==> config.mk <==
export PLATFORM = sky130hd
export DESIGN_NAME = calendar_date_stepper
export DESIGN_NICKNAME = d
export VERILOG_FILES = /design/src/rtl/core/cds_pkg.sv /design/src/rtl/core/calendar_date_stepper.sv /design/src/rtl/core/cds_step_unit.sv /design/src/rtl/core/cds_ctrl.sv
export SDC_FILE = /design/constraint.sdc
export NUM_CORES = 1
export LEC_CHECK = 0
export BUFFER_PORTS_ARGS = -buffer_cell sky130_fd_sc_hd__buf_2
export CAP_MARGIN = 20
export CORE_UTILIZATION = 60
export CTS_BUF_LIST = sky130_fd_sc_hd__clkbuf_8
export CTS_CLUSTER_SIZE = 28
export DETAILED_ROUTE_END_ITERATION = 8
export PLACE_DENSITY = 0.86
export SYNTH_ARGS = -nofsm -noshare
export SYNTH_HDL_FRONTEND = slang
export SYNTH_SLANG_ARGS = --single-unit
==> constraint.sdc <==
create_clock -name clk -period 7.6 [get_ports clk]
set_clock_uncertainty 0.2 [all_clocks]
set_input_delay 1.52 -clock clk [delete_from_list [all_inputs] [get_ports clk]]
set_output_delay 1.52 -clock clk [all_outputs]
set_load 0.01 [all_outputs]
==> src/rtl/core/cds_pkg.sv <==
`default_nettype none

package cds_pkg;

    localparam int YEAR_BITS_DEF  = 16;
    localparam int COUNT_BITS_DEF = 16;

    localparam int RESET_YEAR    = 2000;
    localparam int FALLBACK_YEAR = 2023;

    localparam logic [3:0] MONTH_JAN = 4'd1;
    localparam logic [3:0] MONTH_FEB = 4'd2;
    localparam logic [3:0] MONTH_APR = 4'd4;
    localparam logic [3:0] MONTH_JUN = 4'd6;
    localparam logic [3:0] MONTH_SEP = 4'd9;
    localparam logic [3:0] MONTH_NOV = 4'd11;
    localparam logic [3:0] MONTH_DEC = 4'd12;

    localparam logic [4:0] DAY_FIRST = 5'd1;
    localparam logic [4:0] DAYS_28   = 5'd28;
    localparam logic [4:0] DAYS_29   = 5'd29;
    localparam logic [4:0] DAYS_30   = 5'd30;
    localparam logic [4:0] DAYS_31   = 5'd31;

    typedef enum logic [1:0] {
        OP_SET  = 2'd0,
        OP_ADD  = 2'd1,
        OP_SUB  = 2'd2,
        OP_NONE = 2'd3
    } op_t;

    typedef enum logic {
        ST_IDLE,
        ST_WALK
    } state_t;

    typedef struct packed {
        logic load_set;
        logic load_other;
        logic step_en;
        logic step_back;
    } ctl_t;

    // Leap years are the years divisible by four, so only the two low bits matter.
    function automatic logic [4:0] month_length(input logic [3:0] month,
                                                input logic [1:0] year_lo);
        logic [4:0] len;
        len = DAYS_31;
        case (month) inside
            MONTH_FEB:
                len = (year_lo == 2'd0) ? DAYS_29 : DAYS_28;
            MONTH_APR, MONTH_JUN, MONTH_SEP, MONTH_NOV:
                len = DAYS_30;
            default:
                len = DAYS_31;
        endcase
        return len;
    endfunction

endpackage

`default_nettype wire

==> src/rtl/core/calendar_date_stepper.sv <==
`default_nettype none

// Calendar date stepper. The block holds one date (month, day, year), reset to
// 1/1/2000, and takes one operation beat at a time: set (load a date, clamping
// a zero year to 2023, a bad month to January and the day to 1..month length),
// add days or subtract days. Every operation returns one result beat with the
// resulting date and a corrected flag that is set only when set had to repair a
// field. Leap years are the years divisible by four; the year wraps modulo
// 2^YEAR_BITS and cur_year shows its low 16 bits. Set, a zero day count and the
// unused operation code deliver the result in the cycle after the input beat is
// taken; add or subtract of N days walks one day per cycle through the single
// day-step unit and delivers the result once the walk is over. The next input
// beat is taken once the walk is over and the previous result beat has been
// taken (or is taken in the same cycle). Only the low COUNT_BITS bits of
// day_count are used.
module calendar_date_stepper #(
    parameter int YEAR_BITS  = cds_pkg::YEAR_BITS_DEF,
    parameter int COUNT_BITS = cds_pkg::COUNT_BITS_DEF
) (
    input  wire logic        clk,
    input  wire logic        rst_n,

    input  wire logic        item_valid,
    output logic             item_stall,
    input  wire logic [1:0]  operation,
    input  wire logic [3:0]  new_month,
    input  wire logic [4:0]  new_day,
    input  wire logic [15:0] new_year,
    input  wire logic [15:0] day_count,

    output logic             result_valid,
    input  wire logic        result_stall,
    output logic [3:0]       cur_month,
    output logic [4:0]       cur_day,
    output logic [15:0]      cur_year,
    output logic             corrected
);

    cds_pkg::ctl_t ctl;

    // Held date; it doubles as the result register while a result beat waits.
    logic [3:0]           month_reg, month_next;
    logic [4:0]           day_reg, day_next;
    logic [YEAR_BITS-1:0] year_reg, year_next;
    logic                 corrected_reg, corrected_next;

    logic [31:0]           new_year_ext;
    logic [31:0]           day_count_ext;
    logic [31:0]           year_out_ext;
    logic [COUNT_BITS-1:0] count_in;

    logic [YEAR_BITS-1:0] in_year;
    logic [YEAR_BITS-1:0] set_year;
    logic [3:0]           set_month;
    logic [4:0]           set_len;
    logic [4:0]           set_day;
    logic                 year_fix;
    logic                 month_fix;
    logic                 day_fix;

    logic [3:0]           step_month;
    logic [4:0]           step_day;
    logic [YEAR_BITS-1:0] step_year;

    assign new_year_ext  = 32'(new_year);
    assign day_count_ext = 32'(day_count);
    assign in_year       = new_year_ext[YEAR_BITS-1:0];
    assign count_in      = day_count_ext[COUNT_BITS-1:0];

    cds_ctrl #(
        .COUNT_BITS (COUNT_BITS)
    ) u_ctrl (
        .clk          (clk),
        .rst_n        (rst_n),
        .item_valid   (item_valid),
        .item_stall   (item_stall),
        .result_valid (result_valid),
        .result_stall (result_stall),
        .op           (cds_pkg::op_t'(operation)),
        .count        (count_in),
        .ctl          (ctl)
    );

    cds_step_unit #(
        .YEAR_BITS (YEAR_BITS)
    ) u_step (
        .month      (month_reg),
        .day        (day_reg),
        .year       (year_reg),
        .back       (ctl.step_back),
        .next_month (step_month),
        .next_day   (step_day),
        .next_year  (step_year)
    );

    // Set path: repair the year first, then the month, then clamp the day
    // against the length of the repaired month.
    always_comb
    begin
        year_fix  = (in_year == '0);
        set_year  = year_fix ? YEAR_BITS'(cds_pkg::FALLBACK_YEAR) : in_year;
        month_fix = (new_month < cds_pkg::MONTH_JAN) || (new_month > cds_pkg::MONTH_DEC);
        set_month = month_fix ? cds_pkg::MONTH_JAN : new_month;
        set_len   = cds_pkg::month_length(set_month, set_year[1:0]);
        set_day   = new_day;
        day_fix   = 1'b0;
        if (new_day == 5'd0)
        begin
            set_day = cds_pkg::DAY_FIRST;
            day_fix = 1'b1;
        end
        else if (new_day > set_len)
        begin
            set_day = set_len;
            day_fix = 1'b1;
        end
    end

    always_comb
    begin
        month_next     = month_reg;
        day_next       = day_reg;
        year_next      = year_reg;
        corrected_next = corrected_reg;
        if (ctl.load_set)
        begin
            month_next     = set_month;
            day_next       = set_day;
            year_next      = set_year;
            corrected_next = year_fix || month_fix || day_fix;
        end
        else if (ctl.load_other)
        begin
            corrected_next = 1'b0;
        end
        else if (ctl.step_en)
        begin
            month_next = step_month;
            day_next   = step_day;
            year_next  = step_year;
        end
    end

    always_ff @(posedge clk or negedge rst_n)
    begin
        if (!rst_n)
        begin
            month_reg     <= cds_pkg::MONTH_JAN;
            day_reg       <= cds_pkg::DAY_FIRST;
            year_reg      <= YEAR_BITS'(cds_pkg::RESET_YEAR);
            corrected_reg <= 1'b0;
        end
        else
        begin
            month_reg     <= month_next;
            day_reg       <= day_next;
            year_reg      <= year_next;
            corrected_reg <= corrected_next;
        end
    end

    assign year_out_ext = 32'(year_reg);
    assign cur_month    = month_reg;
    assign cur_day      = day_reg;
    assign cur_year     = year_out_ext[15:0];
    assign corrected    = corrected_reg;

    // The held month always lies in 1..12 and the held day is never zero.
    a_date_legal: assert property (@(posedge clk) disable iff (!rst_n)
        (month_reg >= cds_pkg::MONTH_JAN) && (month_reg <= cds_pkg::MONTH_DEC)
        && (day_reg != 5'd0))
        else $error("held date out of range");

    // No result beat may wait while the date is still being walked.
    a_walk_no_result: assert property (@(posedge clk) disable iff (!rst_n)
        ctl.step_en |-> !result_valid)
        else $error("result pending during day walk");

    // A set beat yields its result in the next cycle.
    a_set_result: assert property (@(posedge clk) disable iff (!rst_n)
        ctl.load_set |=> result_valid)
        else $error("set did not produce a result");

    // Walking never reports a correction.
    a_walk_uncorrected: assert property (@(posedge clk) disable iff (!rst_n)
        ctl.step_en |-> !corrected_reg)
        else $error("corrected flag set during day walk");

endmodule

`default_nettype wire

==> src/rtl/core/cds_step_unit.sv <==
`default_nettype none

// Shared day stepper: advance or back off the date by one day.
module cds_step_unit #(
    parameter int YEAR_BITS = cds_pkg::YEAR_BITS_DEF
) (
    input  wire logic [3:0]           month,
    input  wire logic [4:0]           day,
    input  wire logic [YEAR_BITS-1:0] year,
    input  wire logic                 back,
    output logic      [3:0]           next_month,
    output logic      [4:0]           next_day,
    output logic      [YEAR_BITS-1:0] next_year
);

    logic [4:0] cur_len;
    logic [3:0] prev_month;
    logic [4:0] prev_len;

    assign cur_len    = cds_pkg::month_length(month, year[1:0]);
    assign prev_month = month - 4'd1;
    assign prev_len   = cds_pkg::month_length(prev_month, year[1:0]);

    always_comb
    begin
        next_month = month;
        next_day   = day;
        next_year  = year;
        if (!back)
        begin
            if (day < cur_len)
            begin
                next_day = day + 5'd1;
            end
            else if (month != cds_pkg::MONTH_DEC)
            begin
                next_day   = cds_pkg::DAY_FIRST;
                next_month = month + 4'd1;
            end
            else
            begin
                next_day   = cds_pkg::DAY_FIRST;
                next_month = cds_pkg::MONTH_JAN;
                next_year  = year + YEAR_BITS'(1);
            end
        end
        else
        begin
            if (day > cds_pkg::DAY_FIRST)
            begin
                next_day = day - 5'd1;
            end
            else if (month <= cds_pkg::MONTH_JAN)
            begin
                next_month = cds_pkg::MONTH_DEC;
                next_day   = cds_pkg::DAYS_31;
                next_year  = year - YEAR_BITS'(1);
            end
            else
            begin
                next_month = prev_month;
                next_day   = prev_len;
            end
        end
    end

endmodule

`default_nettype wire

==> src/rtl/core/cds_ctrl.sv <==
`default_nettype none

// Sequencer: take a beat, count down the day walk, hold the result beat.
module cds_ctrl #(
    parameter int COUNT_BITS = cds_pkg::COUNT_BITS_DEF
) (
    input  wire logic                  clk,
    input  wire logic                  rst_n,
    input  wire logic                  item_valid,
    output logic                       item_stall,
    output logic                       result_valid,
    input  wire logic                  result_stall,
    input  wire cds_pkg::op_t          op,
    input  wire logic [COUNT_BITS-1:0] count,
    output cds_pkg::ctl_t              ctl
);

    cds_pkg::state_t       state_reg, state_next;
    logic [COUNT_BITS-1:0] steps_left_reg, steps_left_next;
    logic                  back_reg, back_next;
    logic                  result_valid_reg, result_valid_next;

    logic accept;
    logic is_walk_op;
    logic start_walk;
    logic last_step;

    assign accept     = item_valid && !item_stall;
    assign is_walk_op = (op == cds_pkg::OP_ADD) || (op == cds_pkg::OP_SUB);
    assign start_walk = accept && is_walk_op && (count != '0);
    assign last_step  = (state_reg == cds_pkg::ST_WALK)
                        && (steps_left_reg == COUNT_BITS'(1));

    always_comb
    begin
        state_next        = state_reg;
        steps_left_next   = steps_left_reg;
        back_next         = back_reg;
        result_valid_next = result_valid_reg;

        if (result_valid_reg && !result_stall)
        begin
            result_valid_next = 1'b0;
        end

        unique case (state_reg)
            cds_pkg::ST_IDLE:
            begin
                if (start_walk)
                begin
                    state_next      = cds_pkg::ST_WALK;
                    steps_left_next = count;
                    back_next       = (op == cds_pkg::OP_SUB);
                end
                else if (accept)
                begin
                    result_valid_next = 1'b1;
                end
            end
            cds_pkg::ST_WALK:
            begin
                steps_left_next = steps_left_reg - COUNT_BITS'(1);
                if (last_step)
                begin
                    state_next        = cds_pkg::ST_IDLE;
                    result_valid_next = 1'b1;
                end
            end
            default:
            begin
                state_next = cds_pkg::ST_IDLE;
            end
        endcase
    end

    always_comb
    begin
        item_stall     = (state_reg != cds_pkg::ST_IDLE)
                         || (result_valid_reg && result_stall);
        result_valid   = result_valid_reg;
        ctl.load_set   = accept && (op == cds_pkg::OP_SET);
        ctl.load_other = accept && (op != cds_pkg::OP_SET);
        ctl.step_en    = (state_reg == cds_pkg::ST_WALK);
        ctl.step_back  = back_reg;
    end

    always_ff @(posedge clk or negedge rst_n)
    begin
        if (!rst_n)
        begin
            state_reg        <= cds_pkg::ST_IDLE;
            steps_left_reg   <= '0;
            back_reg         <= 1'b0;
            result_valid_reg <= 1'b0;
        end
        else
        begin
            state_reg        <= state_next;
            steps_left_reg   <= steps_left_next;
            back_reg         <= back_next;
            result_valid_reg <= result_valid_next;
        end
    end

endmodule

`default_nettype wire
* Word-level counts from Yosys, hierarchy flattened
Index checks and enable logic that the tools add are counted.
** Storage, ports and cells
- Flip-flop bits (word level) :: 45
- Bits in latches :: 0
- Memory bits (writable) :: 0
- ROM bits :: 0
- Input port bits :: 47
- Output and inout port bits :: 28
- Word-level logic and storage cells :: 127
- Memories :: 0
** Cells by class
- Add/sub/neg operators :: 7
- Multiply operators :: 0
- Divide/modulo/power cells :: 0
- $lt $le $gt $ge :: 6
- Equality and inequality tests :: 25
- Shift operators :: 0
- Mux-type cells :: 49
- Bitwise operators :: 1
- Reductions and logical operators :: 31
** Operator list (count)
- 16-bit two-way mux :: 10
- 5-bit two-way mux :: 11
- 4-bit two-way mux :: 9
- 16-bit one-hot mux with 2 select lines :: 1
- 16-bit by 1-bit subtractor with 16-bit output, second input constant :: 2
- 4-bit by 3-bit equality test with 1-bit output, second input constant :: 6
- 4-bit equality test, second input constant :: 6
- 16-bit by 1-bit adder with 16-bit output, second input constant :: 1
- 16-bit by 1-bit equality test with 1-bit output, second input constant :: 1
- 16-bit logical NOT :: 1
- 16-bit nonzero test :: 1
- 1-bit two-way mux :: 15
- 4-bit by 2-bit equality test with 1-bit output, second input constant :: 3
- 4-bit OR reduction :: 3
- 3-bit inequality test, second input constant :: 3
- 1-bit logical AND :: 8
- 2-bit logical NOT :: 3
- 6-bit AND reduction :: 1
- 2-bit nonzero test :: 3
- 5-bit by 1-bit adder with 5-bit output, second input constant :: 1
- 5-bit by 1-bit > comparator with 1-bit output, second input constant :: 1
- 5-bit > comparator :: 1
- 5-bit logical NOT :: 1
- 1-bit logical OR :: 5
- 18 further kinds :: 22

* Longest topological paths before layout
- Depth in word-level cells :: 12
- Gate-level depth with buffers :: 12

* By module
A second synthesis with hierarchy kept.
** Unflattened totals
- Cells, all modules :: 470
- Area, all modules :: 3978.8 um^2
** By module, submodules not included
- calendar_date_stepper :: times used 1, cells each 138, area each 1406.3 um^2, sequential area each 660.6 um^2
- cds_step_unit :: times used 1, cells each 200, area each 1377.6 um^2, sequential area each 0.0 um^2
- cds_ctrl :: times used 1, cells each 132, area each 1194.9 um^2, sequential area each 475.5 um^2

* Least setup slack after synthesis
OpenSTA, ideal clock, no wires.
- Path type :: input-to-output
- From :: in result_stall
- To :: out item_stall
- Arrival time :: 1882 ps
- Slack :: 3998 ps
- Stages on the path :: 2
- Buffers on the path :: 0
- Path through :: a21oi_1 inv_1
** On the way
- Cells in the longest elaborated chain, start to end :: 2
** RTL lines
- start, declared :: line calendar_date_stepper.sv:32 : input wire logic result_stall,
- 1-bit logical AND :: line cds_ctrl.sv:79 : || (result_valid_reg && result_stall);
- 1-bit logical OR :: line cds_ctrl.sv:79
- end, declared :: line calendar_date_stepper.sv:24 : output logic item_stall,
Every way passes these cells.

* Worst setup path after layout
Ends and elaborated chain as after synthesis.

==> impl_metrics.tcl <==
set metrics [dict create \
    final_hold_viol_count 0 \
    drive_above_1_share 0.1844 \
    diodes 0 \
    status "finished, final reports clean" \
    pin_count 75 \
    drt-initial-drc-count 476 \
    vias 4053 \
    dieWidth_um 82.24 \
    start_util 0.6373 \
    syn-cell-area_mm2 0.003862 \
    dpl.hpwl_um 7457 \
    cts_max_level 2 \
    period_share 0.5136 \
    ir_drop_v 0.0002435 \
    ys_ff_latch 45 \
    clock_path_buffers 2 \
    arrival_ns 2.18 \
    clkTransAtPathRegs_ns 0.08 \
    clock.fmax_mhz 256.2 \
    required_ns 5.88 \
    ant_nets 0 \
    final_common_cell "buf_2" \
    synth_area_per_cell_um2 8.114 \
    fin_area_mm2 0.004370 \
    die_h_um 82.24 \
    rsz0062_at_grt "no" \
    min_path_cells 2 \
    slew_headroom 0.3739 \
    power_density_mw_per_mm2 426.2 \
    area.growth.synth_to_final_pct 13.15 \
    core_area_mm2 0.006061 \
    cts_tree "yes" \
    synth_edf_count 0 \
    first_global_vias 3656 \
    crit_type "primary input to output pin" \
    drv_slew 0 \
    finalSetupViolations 0 \
    grt_max_degree 46 \
    port_buffers 74 \
    track_usage 0.3254 \
    startpoint "result_stall" \
    cts_resized 0 \
    r2r-end "cur_month[2]" \
    fin_setup_tns_ns 0 \
    cp-end-kind "output pin" \
    period_needed_ns 3.903 \
    drv_cap 0 \
    synth.distinct_cells 68 \
    worstSetupEndpoint "item_stall" \
    most-common-layout-cells "buf_2 (74), nand2_1 (51), o21ai_0 (45), nor2_1 (37), dfrtp_1 (37)" \
    r2r-start "cur_month[0]" \
    dieArea_mm2 0.006763 \
    startpoint_type "primary input" \
    drc 0 \
    yosysWarnings 0 \
    clk_latency_ns 0.31 \
    power.leakage_nw 2.022 \
    antenna_found_initial 0 \
    ys.flop_type "dfrtp_1" \
    cts_sinks 45 \
    cts_inserted_buffers 5 \
    r2r_setup_slack_ns 4.17 \
    multi_input_area_mm2 0.002521 \
    yosysSeqAreaShare 0.2941 \
    path_max_fanout 5 \
    cts-root-buf "clkbuf_8" \
    nets 613 \
    regArea_mm2 0.001136 \
    synth.net_count 553 \
    rows 28 \
    post_dp_cell_area_mm2 0.004219 \
    ctsHoldBuffers 0 \
    hold_class "flip-flop to flip-flop" \
    via_per_inst 6.623 \
    overflow 0 \
    syn_inst 476 \
    gp_congestion 0.9623 \
    synthArstFlopShare 1.000 \
    fill_cells 474 \
    wl_per_cell_um 17.41 \
    cts_setup_buffers 0 \
    grt_pass1_wl_um 17010 \
    wirelength_um 10650 \
    first_pass_iters 6 \
    rr_worst_depth 10 \
    tightest_slew_ns 0.9392 \
]
cell usage after synthesis, drive strengths merged (3+ instances only):
| cell type | number | area, µm² |
|---|---|---|
| o211ai | 13 | 97.59 |
| buf | 7 | 51.29 |
| nor3 | 10 | 50.05 |
| nand2b | 4 | 25.02 |
| o21a | 5 | 37.54 |
| o41ai | 5 | 43.79 |
| o21ai | 45 | 225.2 |
| a31oi | 4 | 25.02 |
| xor2 | 11 | 96.34 |
| xnor2 | 11 | 96.34 |
| a211oi | 4 | 30.03 |
| dfrtp | 37 | 925.9 |
| nor4 | 10 | 68.81 |
| nand3 | 13 | 65.06 |
| nand2 | 51 | 191.4 |
| o22ai | 3 | 18.77 |
| o31ai | 3 | 22.52 |
| a22oi | 12 | 90.09 |
| inv | 23 | 86.33 |
| and3 | 5 | 31.28 |
| nor2b | 4 | 25.02 |
| nor2 | 37 | 138.9 |
| mux2i | 3 | 30.03 |
| a21oi | 30 | 150.1 |
| o211a | 3 | 30.03 |
| or3 | 7 | 43.79 |
| a21o | 9 | 67.56 |
| a221o | 4 | 40.04 |
| or4 | 8 | 60.06 |
| dfstp | 8 | 210.2 |
| ha | 29 | 362.9 |
| clkbuf | 17 | 63.81 |
layer usage:
metal,part of all wire,track usage
met2,0.48,0.5405
met1,0.43,0.4318
met4,0.021,0.1193
met5,0,0
met3,0.070,0.04176
critical path, stage by stage:
cell and delay, ns:
buf_2 0.10, a21oi_1 0.31, inv_1 0.09, buf_2 0.16
cells by family (layout without fill, tap and decap cells):
group,Yosys count,in the layout,synth area share
adder cells (fa/ha/maj),30,30,0.09913
flip-flops,45,45,0.2941
multiplexers,3,3,0.007775
AO/OA/AOI/OAI,163,163,0.2812
buffers and inverters,48,109,0.05312
XOR/XNOR,22,22,0.04989
AND/OR/NAND/NOR,165,165,0.2148
area by class of cell:
type | count | share of cell area
Timing Repair Buffer | 77 | 0.09447
Clock inverter | 2 | 0.007730
Tap cell | 75 | 0.02147
Inverter | 24 | 0.02061
Multi-Input combinational cell | 383 | 0.5769
Sequential cell | 45 | 0.2599
Clock buffer | 6 | 0.01889
worst min-delay path by stage:
stage                                    end  slack, ns                     start
finish                          cur_year[10]       0.30              cur_year[10]
global route        u_ctrl.steps_left_reg[5]       0.32  u_ctrl.steps_left_reg[5]
CTS                 u_ctrl.steps_left_reg[5]       0.30  u_ctrl.steps_left_reg[5]
detailed placement  u_ctrl.steps_left_reg[5]       0.28  u_ctrl.steps_left_reg[5]
global placement    u_ctrl.steps_left_reg[5]       0.27  u_ctrl.steps_left_reg[5]
floorplan           u_ctrl.steps_left_reg[5]       0.25  u_ctrl.steps_left_reg[5]
power by group:
group	internal [W]	leakage (nW)	switching, W
Sequential	0.000368	0.524	0.000170
Clock	0.000106	0.0626	0.0000922
Combinational	0.000503	1.44	0.000624
stage by stage:
step	util	setup WS [ns]	total power (W)	std cells	hold slack, ns
after floorplan	-	3.998	0.001357	476	0.2489
after global placement	0.6961	3.642	0.001581	602	0.2690
after detailed placement	0.6961	3.534	0.001626	602	0.2834
after CTS	0.7153	3.698	0.001832	610	0.2956
after global routing	0.7211	3.613	0.002017	612	0.3173
final	0.7211	3.697	0.001863	612	0.2961
(Power assumes the default switching activity.)
